## config.mk

```make
export PLATFORM = sky130hd
export DESIGN_NAME = chebyshev_poly_eval
export DESIGN_NICKNAME = d
export VERILOG_FILES = /design/src/cpe_pkg.sv /design/src/cpe_front.sv /design/src/cpe_back.sv /design/src/chebyshev_poly_eval.sv
export SDC_FILE = /design/constraint.sdc
export NUM_CORES = 2
export LEC_CHECK = 0
export ABC_AREA = 1
export ABC_CLOCK_PERIOD_IN_PS = 7800
export BUFFER_PORTS_ARGS = -buffer_cell sky130_fd_sc_hd__clkbuf_2
export CAP_MARGIN = 25
export CORE_MARGIN = 4
export CORE_UTILIZATION = 35
export CTS_CLUSTER_SIZE = 10
export DETAILED_ROUTE_END_ITERATION = 16
export PLACE_DENSITY = 0.51
export SLEW_MARGIN = 10
export SYNTH_ARGS = -nofsm -noshare
export SYNTH_HDL_FRONTEND = slang
export SYNTH_SLANG_ARGS = --single-unit
```

## constraint.sdc

```tcl
create_clock -name clk -period 7.8 [get_ports clk]
set_clock_uncertainty 0.15 [all_clocks]
set_input_delay 1.95 -clock clk [delete_from_list [all_inputs] [get_ports clk]]
set_output_delay 1.95 -clock clk [all_outputs]
set_load 0.05 [all_outputs]
```

## src/cpe_pkg.sv

```systemverilog
// shared types and constants for the chebyshev polynomial evaluator
package cpe_pkg;

	localparam int MAX_DEGREE = 64;
	localparam int FRAC_BITS  = 30;

	localparam int X_W    = 32;
	localparam int DEG_W  = 7;
	localparam int VAL_W  = 40;
	localparam int PROD_W = X_W + VAL_W;
	localparam int ACC_W  = PROD_W + 1;
	localparam int SHIFT  = FRAC_BITS - 1;
	localparam int QUO_W  = ACC_W - SHIFT;
	localparam int CNT_W  = $clog2(MAX_DEGREE + 1);

	localparam int JOBQ_DEPTH = 2;
	localparam int JOBQ_PTR_W = $clog2(JOBQ_DEPTH);

	localparam logic signed [X_W-1:0]   ONE_X   = X_W'(1) << FRAC_BITS;
	localparam logic signed [VAL_W-1:0] ONE_V   = VAL_W'(1) << FRAC_BITS;
	localparam logic [VAL_W-1:0]        VAL_MAX = {1'b0, {(VAL_W-1){1'b1}}};
	localparam logic [VAL_W-1:0]        VAL_MIN = {1'b1, {(VAL_W-1){1'b0}}};
	localparam logic [DEG_W-1:0]        DEG_MAX = DEG_W'(MAX_DEGREE);

	typedef struct packed {
		logic [X_W-1:0]   x;
		logic [DEG_W-1:0] n;
		logic             kind;
	} job_t;

	typedef struct packed {
		logic [JOBQ_PTR_W:0] count;
		logic                full;
	} front_status_t;

	typedef struct packed {
		logic             busy;
		logic             done;
		logic [CNT_W-1:0] steps;
	} back_status_t;

endpackage

```

## src/cpe_front.sv

```systemverilog
// front end: input clamping and the job queue feeding the recurrence engine
module cpe_front (
	input  logic                           clk,
	input  logic                           arst_n,
	input  logic                           push,
	output logic                           full,
	input  logic signed [cpe_pkg::X_W-1:0] x_point,
	input  logic [cpe_pkg::DEG_W-1:0]      degree,
	input  logic                           kind,
	output logic                           job_valid,
	output cpe_pkg::job_t                  job,
	input  logic                           job_pop,
	output cpe_pkg::front_status_t         st
);

	cpe_pkg::job_t                   mem_q [cpe_pkg::JOBQ_DEPTH];
	cpe_pkg::job_t                   new_job;
	logic [cpe_pkg::JOBQ_PTR_W-1:0]  wr_ptr_q;
	logic [cpe_pkg::JOBQ_PTR_W-1:0]  rd_ptr_q;
	logic [cpe_pkg::JOBQ_PTR_W:0]    count_q;
	logic                            push_ok;
	logic                            pop_ok;

	// clamp x to [-1,1] and degree to the maximum
	always_comb begin
		if (x_point > cpe_pkg::ONE_X) begin
			new_job.x = cpe_pkg::ONE_X;
		end else if (x_point < -cpe_pkg::ONE_X) begin
			new_job.x = -cpe_pkg::ONE_X;
		end else begin
			new_job.x = x_point;
		end
		new_job.n = (degree > cpe_pkg::DEG_MAX) ? cpe_pkg::DEG_MAX : degree;
		new_job.kind = kind;
	end

	assign full      = (count_q == (cpe_pkg::JOBQ_PTR_W+1)'(cpe_pkg::JOBQ_DEPTH));
	assign job_valid = (count_q != '0);
	assign job       = mem_q[rd_ptr_q];
	assign push_ok   = push && !full;
	assign pop_ok    = job_pop && job_valid;
	assign st.count  = count_q;
	assign st.full   = full;

	always_ff @(posedge clk) begin
		if (push_ok) begin
			mem_q[wr_ptr_q] <= new_job;
		end
	end

	always_ff @(posedge clk or negedge arst_n) begin
		if (!arst_n) begin
			wr_ptr_q <= '0;
			rd_ptr_q <= '0;
			count_q  <= '0;
		end else begin
			if (push_ok) begin
				wr_ptr_q <= (wr_ptr_q == cpe_pkg::JOBQ_PTR_W'(cpe_pkg::JOBQ_DEPTH - 1)) ?
					'0 : wr_ptr_q + 1'b1;
			end
			if (pop_ok) begin
				rd_ptr_q <= (rd_ptr_q == cpe_pkg::JOBQ_PTR_W'(cpe_pkg::JOBQ_DEPTH - 1)) ?
					'0 : rd_ptr_q + 1'b1;
			end
			if (push_ok && !pop_ok) begin
				count_q <= count_q + 1'b1;
			end else if (pop_ok && !push_ok) begin
				count_q <= count_q - 1'b1;
			end
		end
	end

endmodule

```

## src/cpe_back.sv

```systemverilog
// back end: three-term recurrence engine and result register
module cpe_back (
	input  logic                        clk,
	input  logic                        arst_n,
	input  logic                        job_valid,
	input  cpe_pkg::job_t               job,
	output logic                        job_pop,
	output logic                        empty,
	input  logic                        pop,
	output logic [cpe_pkg::VAL_W-1:0]   value,
	output logic                        overflow,
	output cpe_pkg::back_status_t       st
);

	localparam logic [1:0] ST_IDLE = 2'd0;
	localparam logic [1:0] ST_MUL  = 2'd1;
	localparam logic [1:0] ST_ACC  = 2'd2;
	localparam logic [1:0] ST_DONE = 2'd3;

	logic [1:0]                          state_q;
	logic [cpe_pkg::CNT_W-1:0]           steps_q;
	logic signed [cpe_pkg::X_W-1:0]      x_q;
	logic signed [cpe_pkg::VAL_W-1:0]    prev_q;
	logic signed [cpe_pkg::VAL_W-1:0]    cur_q;
	logic                                ovf_q;
	logic signed [cpe_pkg::PROD_W-1:0]   prod_s1;
	logic                                out_valid_q;
	logic [cpe_pkg::VAL_W-1:0]           out_value_q;
	logic                                out_ovf_q;

	logic [cpe_pkg::VAL_W-1:0]           x_ext;
	logic [cpe_pkg::VAL_W-1:0]           seed;
	logic [cpe_pkg::ACC_W-1:0]           rnd;
	logic [cpe_pkg::ACC_W-1:0]           acc;
	logic [cpe_pkg::QUO_W-1:0]           quo;
	logic                                fits;
	logic [cpe_pkg::VAL_W-1:0]           nxt;
	logic                                load_out;

	// seed of the second term: x, or 2x for the second kind
	assign x_ext = {{(cpe_pkg::VAL_W-cpe_pkg::X_W){job.x[cpe_pkg::X_W-1]}}, job.x};
	assign seed  = job.kind ? (x_ext << 1) : x_ext;

	// round half away from zero folded into one add:
	// floor((p + half - sign(p)) / 2^s) - prev == floor((p + half - sign(p) - prev*2^s) / 2^s)
	assign rnd = (cpe_pkg::ACC_W'(1) << (cpe_pkg::SHIFT - 1))
		- cpe_pkg::ACC_W'(prod_s1[cpe_pkg::PROD_W-1]);
	assign acc = {prod_s1[cpe_pkg::PROD_W-1], prod_s1} + rnd
		- ({{(cpe_pkg::ACC_W-cpe_pkg::VAL_W){prev_q[cpe_pkg::VAL_W-1]}}, prev_q}
		<< cpe_pkg::SHIFT);
	assign quo  = acc[cpe_pkg::ACC_W-1:cpe_pkg::SHIFT];
	assign fits = (&quo[cpe_pkg::QUO_W-1:cpe_pkg::VAL_W-1])
		|| !(|quo[cpe_pkg::QUO_W-1:cpe_pkg::VAL_W-1]);
	assign nxt  = fits ? quo[cpe_pkg::VAL_W-1:0]
		: (quo[cpe_pkg::QUO_W-1] ? cpe_pkg::VAL_MIN : cpe_pkg::VAL_MAX);

	assign job_pop  = (state_q == ST_IDLE);
	assign load_out = (state_q == ST_DONE) && (!out_valid_q || pop);

	assign empty    = !out_valid_q;
	assign value    = out_value_q;
	assign overflow = out_ovf_q;

	assign st.busy  = (state_q == ST_MUL) || (state_q == ST_ACC);
	assign st.done  = (state_q == ST_DONE);
	assign st.steps = steps_q;

	always_ff @(posedge clk) begin
		if (state_q == ST_MUL) begin
			prod_s1 <= x_q * cur_q;
		end
		if (load_out) begin
			out_value_q <= cur_q;
			out_ovf_q   <= ovf_q;
		end
	end

	always_ff @(posedge clk or negedge arst_n) begin
		if (!arst_n) begin
			state_q     <= ST_IDLE;
			steps_q     <= '0;
			x_q         <= '0;
			prev_q      <= '0;
			cur_q       <= '0;
			ovf_q       <= 1'b0;
			out_valid_q <= 1'b0;
		end else begin
			case (state_q)
				ST_IDLE: begin
					if (job_valid) begin
						x_q    <= job.x;
						prev_q <= cpe_pkg::ONE_V;
						ovf_q  <= 1'b0;
						if (job.n == '0) begin
							cur_q   <= cpe_pkg::ONE_V;
							steps_q <= '0;
							state_q <= ST_DONE;
						end else if (job.n == cpe_pkg::DEG_W'(1)) begin
							cur_q   <= seed;
							steps_q <= '0;
							state_q <= ST_DONE;
						end else begin
							cur_q   <= seed;
							steps_q <= cpe_pkg::CNT_W'(job.n - 1'b1);
							state_q <= ST_MUL;
						end
					end
				end
				ST_MUL: begin
					state_q <= ST_ACC;
				end
				ST_ACC: begin
					prev_q  <= cur_q;
					cur_q   <= nxt;
					ovf_q   <= ovf_q | !fits;
					steps_q <= steps_q - 1'b1;
					state_q <= (steps_q == cpe_pkg::CNT_W'(1)) ? ST_DONE : ST_MUL;
				end
				ST_DONE: begin
					if (load_out) begin
						state_q <= ST_IDLE;
					end
				end
				default: begin
					state_q <= ST_IDLE;
				end
			endcase

			if (load_out) begin
				out_valid_q <= 1'b1;
			end else if (pop && out_valid_q) begin
				out_valid_q <= 1'b0;
			end
		end
	end

endmodule

```

## src/chebyshev_poly_eval.sv

```systemverilog
// top level of the chebyshev polynomial evaluator
// Evaluates T_N(x) (kind 0) or U_N(x) (kind 1) in signed fixed point with 30 fraction
// bits, by P(k+1) = 2x*P(k) - P(k-1) seeded with 1 and x (or 2x). x is clamped to [-1,1]
// without flagging, a degree above 64 is treated as 64, and every recurrence value is
// saturated to the 40-bit result range; any saturation sets overflow for that result.
// Both sides behave like queues: push while full is low, pop while empty is low. A
// two-entry job queue holds clamped items in front of the engine, so up to two new
// transactions are taken while the engine works and a finished result waits to be
// popped. The engine handles one item at a time: an item of degree N runs max(N-1,0)
// steps of the recurrence loop, and each step passes through the 32x40 multiplier and
// then the round-subtract-saturate adder. Results come out in input order; there is no
// configuration.
module chebyshev_poly_eval (
	input  logic                           clk,
	input  logic                           arst_n,
	input  logic                           push,
	output logic                           full,
	input  logic signed [cpe_pkg::X_W-1:0] x_point,
	input  logic [cpe_pkg::DEG_W-1:0]      degree,
	input  logic                           kind,
	output logic                           empty,
	input  logic                           pop,
	output logic signed [cpe_pkg::VAL_W-1:0] value,
	output logic                           overflow
);

	// handoff between front and back
	logic                      job_valid;
	cpe_pkg::job_t             job;
	logic                      job_pop;
	cpe_pkg::front_status_t    front_st;
	cpe_pkg::back_status_t     back_st;
	logic [cpe_pkg::VAL_W-1:0] value_raw;

	// front: clamp x and degree, queue the job
	cpe_front u_front (
		.clk       (clk),
		.arst_n    (arst_n),
		.push      (push),
		.full      (full),
		.x_point   (x_point),
		.degree    (degree),
		.kind      (kind),
		.job_valid (job_valid),
		.job       (job),
		.job_pop   (job_pop),
		.st        (front_st)
	);

	// back: run the recurrence and hold the result until popped
	cpe_back u_back (
		.clk       (clk),
		.arst_n    (arst_n),
		.job_valid (job_valid),
		.job       (job),
		.job_pop   (job_pop),
		.empty     (empty),
		.pop       (pop),
		.value     (value_raw),
		.overflow  (overflow),
		.st        (back_st)
	);

	assign value = value_raw;

	// a running recurrence always has steps left to do
	assert property (@(posedge clk) disable iff (!arst_n)
		back_st.busy |-> (back_st.steps != '0))
		else $error("recurrence running with no steps left");

	// a new result only shows up right after the engine finished an item
	assert property (@(posedge clk) disable iff (!arst_n)
		$fell(empty) |-> $past(back_st.done))
		else $error("result appeared without a finished item");

	// job queue never holds more than its depth
	assert property (@(posedge clk) disable iff (!arst_n)
		front_st.count <= (cpe_pkg::JOBQ_PTR_W+1)'(cpe_pkg::JOBQ_DEPTH))
		else $error("job queue count beyond depth");

	// the engine only takes a job out of the queue when one is there
	assert property (@(posedge clk) disable iff (!arst_n)
		(job_pop && !job_valid) |=> !back_st.busy && !back_st.done)
		else $error("engine started without a queued job");

endmodule
```

==> results by group <==
Status
  • Outcome: finished clean

STA
  • Unrepaired setup endpoints after global routing: yes
  • WHS: roughly 380 ps
  • # setup viols final: 0
  • Max-slew violation count: 0
  • Final worst setup slack: 153 ps
  • Peak Freq: 131 MHz
  • Final Cycle Share: 98.0%
  • Slew @ Worst Pin: 1060 ps
  • Final hold vios: 0
  • Final min period: 7650 ps
  • Worst slew margin: 29.0%

Detailed routing
  • Drt pass-1 iters: 6
  • Via count: 51,500
  • Wire per inst: 20.5 um
  • Number of routed nets with antenna violations: 0
  • Aggregate routed wire length: 222,000 um
  • Drt drc: 0
  • DR iter-0 viols: 3,573
  • Vias per cell: around 4.8

Critical path
  • Crit-path max FO: 14
  • Crit-path leading delay family: adder cells
  • Worst path buffer plus inverter count: 8
  • Critical R2R Launch: u_back.cur_q[28]$_DFFE_PN0P_
  • Crit path top cell by count: fa_1
  • CP Class: register to register
  • Worst EP required: 8040 ps
  • R2R cell count: 25
  • Worst R2R End: u_back.prod_s1[70]$_DFFE_PP_
  • Slowest cell on the critical path: fa_1
  • Critical path capture point type: register
  • Crit path largest cell delay: roughly 640 ps
  • Data arrival, critical path: approximately 8000 ps
  • CP Launch Type: register
  • Reg2Reg Setup Slack: 150 ps

Floorplan
  • Ports: 87
  • Initial Utilization: 35.3%
  • Die area: roughly 0.19 mm2
  • Row count: 157
  • Area of the core: around 0.18 mm2
  • Die span in y: 438 um
  • Die W: ~440 um

Synth
  • Synth async-reset ratio: 39.7%
  • Main flop type after synthesis: edfxtp_1
  • Synth Net Count: 9,758
  • Post-Synthesis Cells: 8,046
  • Mapped Area: 0.0646 mm2
  • Post-synth EDFFs: 193
  • Yosys reg bits: 320
  • Ys Warns: 0
  • Syn avg cell area: 8.03 um2
  • Sequential area share after synthesis: 13.9%
  • Cell variety after synth: 53

Cells and area
  • Final nets: approximately 10,000
  • Final Cell Area: 0.0739 mm2
  • Layout cells sized above 1: between 10% and 20%
  • Area Growth Syn to Fin: 14.3%

GRT
  • Initial antenna violation count: 11
  • Largest net degree at the start of global routing: slightly below 70
  • First-pass GRT wire length: 337,000 um
  • Vias in the first global route: 54,300
  • GR Util All Layers: around 23%
  • Grt ovf: 0

Clocking
  • Root Buffer: clkbuf_16
  • Clock buffer depth: 3
  • CTS tree: done
  • CTS Hold Buffers Added: 0
  • Worst-path clk slew: 60 ps
  • CTS Sinks: 320
  • Num CTS Buffers: 45
  • Clk_lat worst skew: 650 ps
  • H-tree Lvls: 2

Worst hold path
  • Min-delay worst type: register to register
  • Min-delay src: u_back.prev_q[24]$_DFFE_PN0P_
  • Hold Path Sink: u_back.prev_q[24]$_DFFE_PN0P_
  • Hold Path Depth: 2

Placement
  • Hpwl dp: 183,000 um
  • Port buffer count: 86
  • Routability cong.: 0.936
  • Placement Cell Area: ~0.07 mm2
  • Worst slack, placed: -175 ps

Job
  • Max-cap violations: 0
state kept, by name, summed over array words and instances (netlist names), 2 cells and up:
name / flops
u_front.mem_q: 80
u_back.prev_q: 40
u_back.state_q: 2
u_back.x_q: 32
u_front.count_q: 2
u_back.cur_q: 40
u_back.prod_s1: 72
u_back.steps_q: 7
u_back.value: 40
worst max path at each step:
stage / cells past startpoint / from / end / slack, ps
2_1_floorplan: 25 / u_back.cur_q[39]$_DFFE_PN0P_ / u_back.prod_s1[70]$_DFFE_PP_ / 200
3_3_place_gp: 22 / u_back.cur_q[9]$_DFFE_PN0P_ / u_back.prod_s1[70]$_DFFE_PP_ / -180
3_5_place_dp: 24 / u_back.cur_q[39]$_DFFE_PN0P_ / u_back.prod_s1[70]$_DFFE_PP_ / -170
4_1_cts: 24 / u_back.cur_q[26]$_DFFE_PN0P_ / u_back.prod_s1[43]$_DFFE_PP_ / 6
5_1_grt: 25 / u_back.cur_q[39]$_DFFE_PN0P_ / u_back.prod_s1[70]$_DFFE_PP_ / -90
6_report: 25 / u_back.cur_q[28]$_DFFE_PN0P_ / u_back.prod_s1[70]$_DFFE_PP_ / 150
cells in the mapped netlist, types with 8 or more instances:
master    number  area share, %
inv_1       2215             13
nand2_1     2160             13
fa_1        1322             41
nor2_1       429            2.5
clkbuf_1     364            2.1
ha_1         346            6.7
a21oi_1      211            1.6
edfxtp_1     193            9.0
o21ai_0      138            1.1
dfrtp_1      127            4.9
nand3_1       69           0.53
xor2_1        69           0.94
a31oi_1       54           0.52
xnor2_1       47           0.64
nor3_1        41           0.32
inv_2         33           0.19
o41ai_1       29           0.39
nand4_1       28           0.27
o21bai_1      15           0.17
nor3b_1       14           0.16
nor4_1        14           0.14
o22ai_1       13           0.13
nor2_2        12           0.12
o21a_1        11           0.13
o21ai_1       11          0.085
buf_2          8          0.062
o211ai_1       8          0.093
worst min-delay path, cell delays in order, from the launching register on:
cell and delay (ps):
dfrtp_1 320, inv_1 50, o22ai_1 110
metrics by stage:
stage / setup TNS (ps) / utilization [%] / std cells
floorplan: 0 / - / 8046
finish: 0 / 40.3 / 10800
global route: -309 / 40.3 / 10800
detailed placement: -284 / 38.9 / 10700
CTS: 0 / 39.7 / 10800
global placement: -693 / 38.9 / 10700
placed cells by master, fill, tap and decap left out, drive strengths merged, types with 3 or more instances in the layout:
master    count
nor4         15
nand4        28
clkinvlp      3
ha          346
nand3        69
dfrtp       127
o22ai        13
fa         1322
o21ai       149
or2           3
a31oi        54
xor2         69
a21boi        4
a211oi        6
edfxtp      193
inv        2251
nor3b        14
nor3         44
a21oi       211
o21a         11
o21bai       15
mux2i         7
clkinv       13
nor2        446
buf         501
o41ai        29
nand2      2162
o211ai        8
a21o          6
xnor2        47
clkbuf      161
logic make-up after synthesis:
| group | after synthesis | synth area share (%) |
|---|---|---|
| xor+xnor | 116 | 1.57 |
| fa+ha+maj | 1668 | 47.7 |
| flops | 320 | 13.9 |
| simple gates | 2785 | 16.8 |
| buf+inv | 2630 | 15.3 |
| compound gates | 520 | 4.60 |
| mux | 7 | 0.108 |
metal layers:
metal	track usage, %	share of wire [%]	vias to the layer above
li1	-	-	23600
met1	32.6	45	26100
met2	38.4	47	1477
met3	2.90	6.3	231
met4	4.79	2.4	4
met5	0	0.012	-
timing repair:
| item | in CTS | in global routing |
|---|---|---|
| pin swaps | 0 | 35 |
| setup buffers | 0 | 25 |
| resized for setup | 15 | 153 |
| setup endpoints to repair | 9 | 41 |
| gates cloned | 0 | 8 |
cell type report:
type | count | area [um2]
antenna | 2 | 5.00
clock buffer | 67 | 1310
clock inverter | 17 | 173
fill | 18700 | 109000
inverter | 2251 | 8460
multi-input combinational | 5096 | 46300
sequential | 320 | 9000
tap | 2464 | 3080
timing repair buffer | 595 | 5560
Power is left out: the tool's default activity adds up to more than one toggle a clock period on the data nets, which glitch-free logic cannot reach.
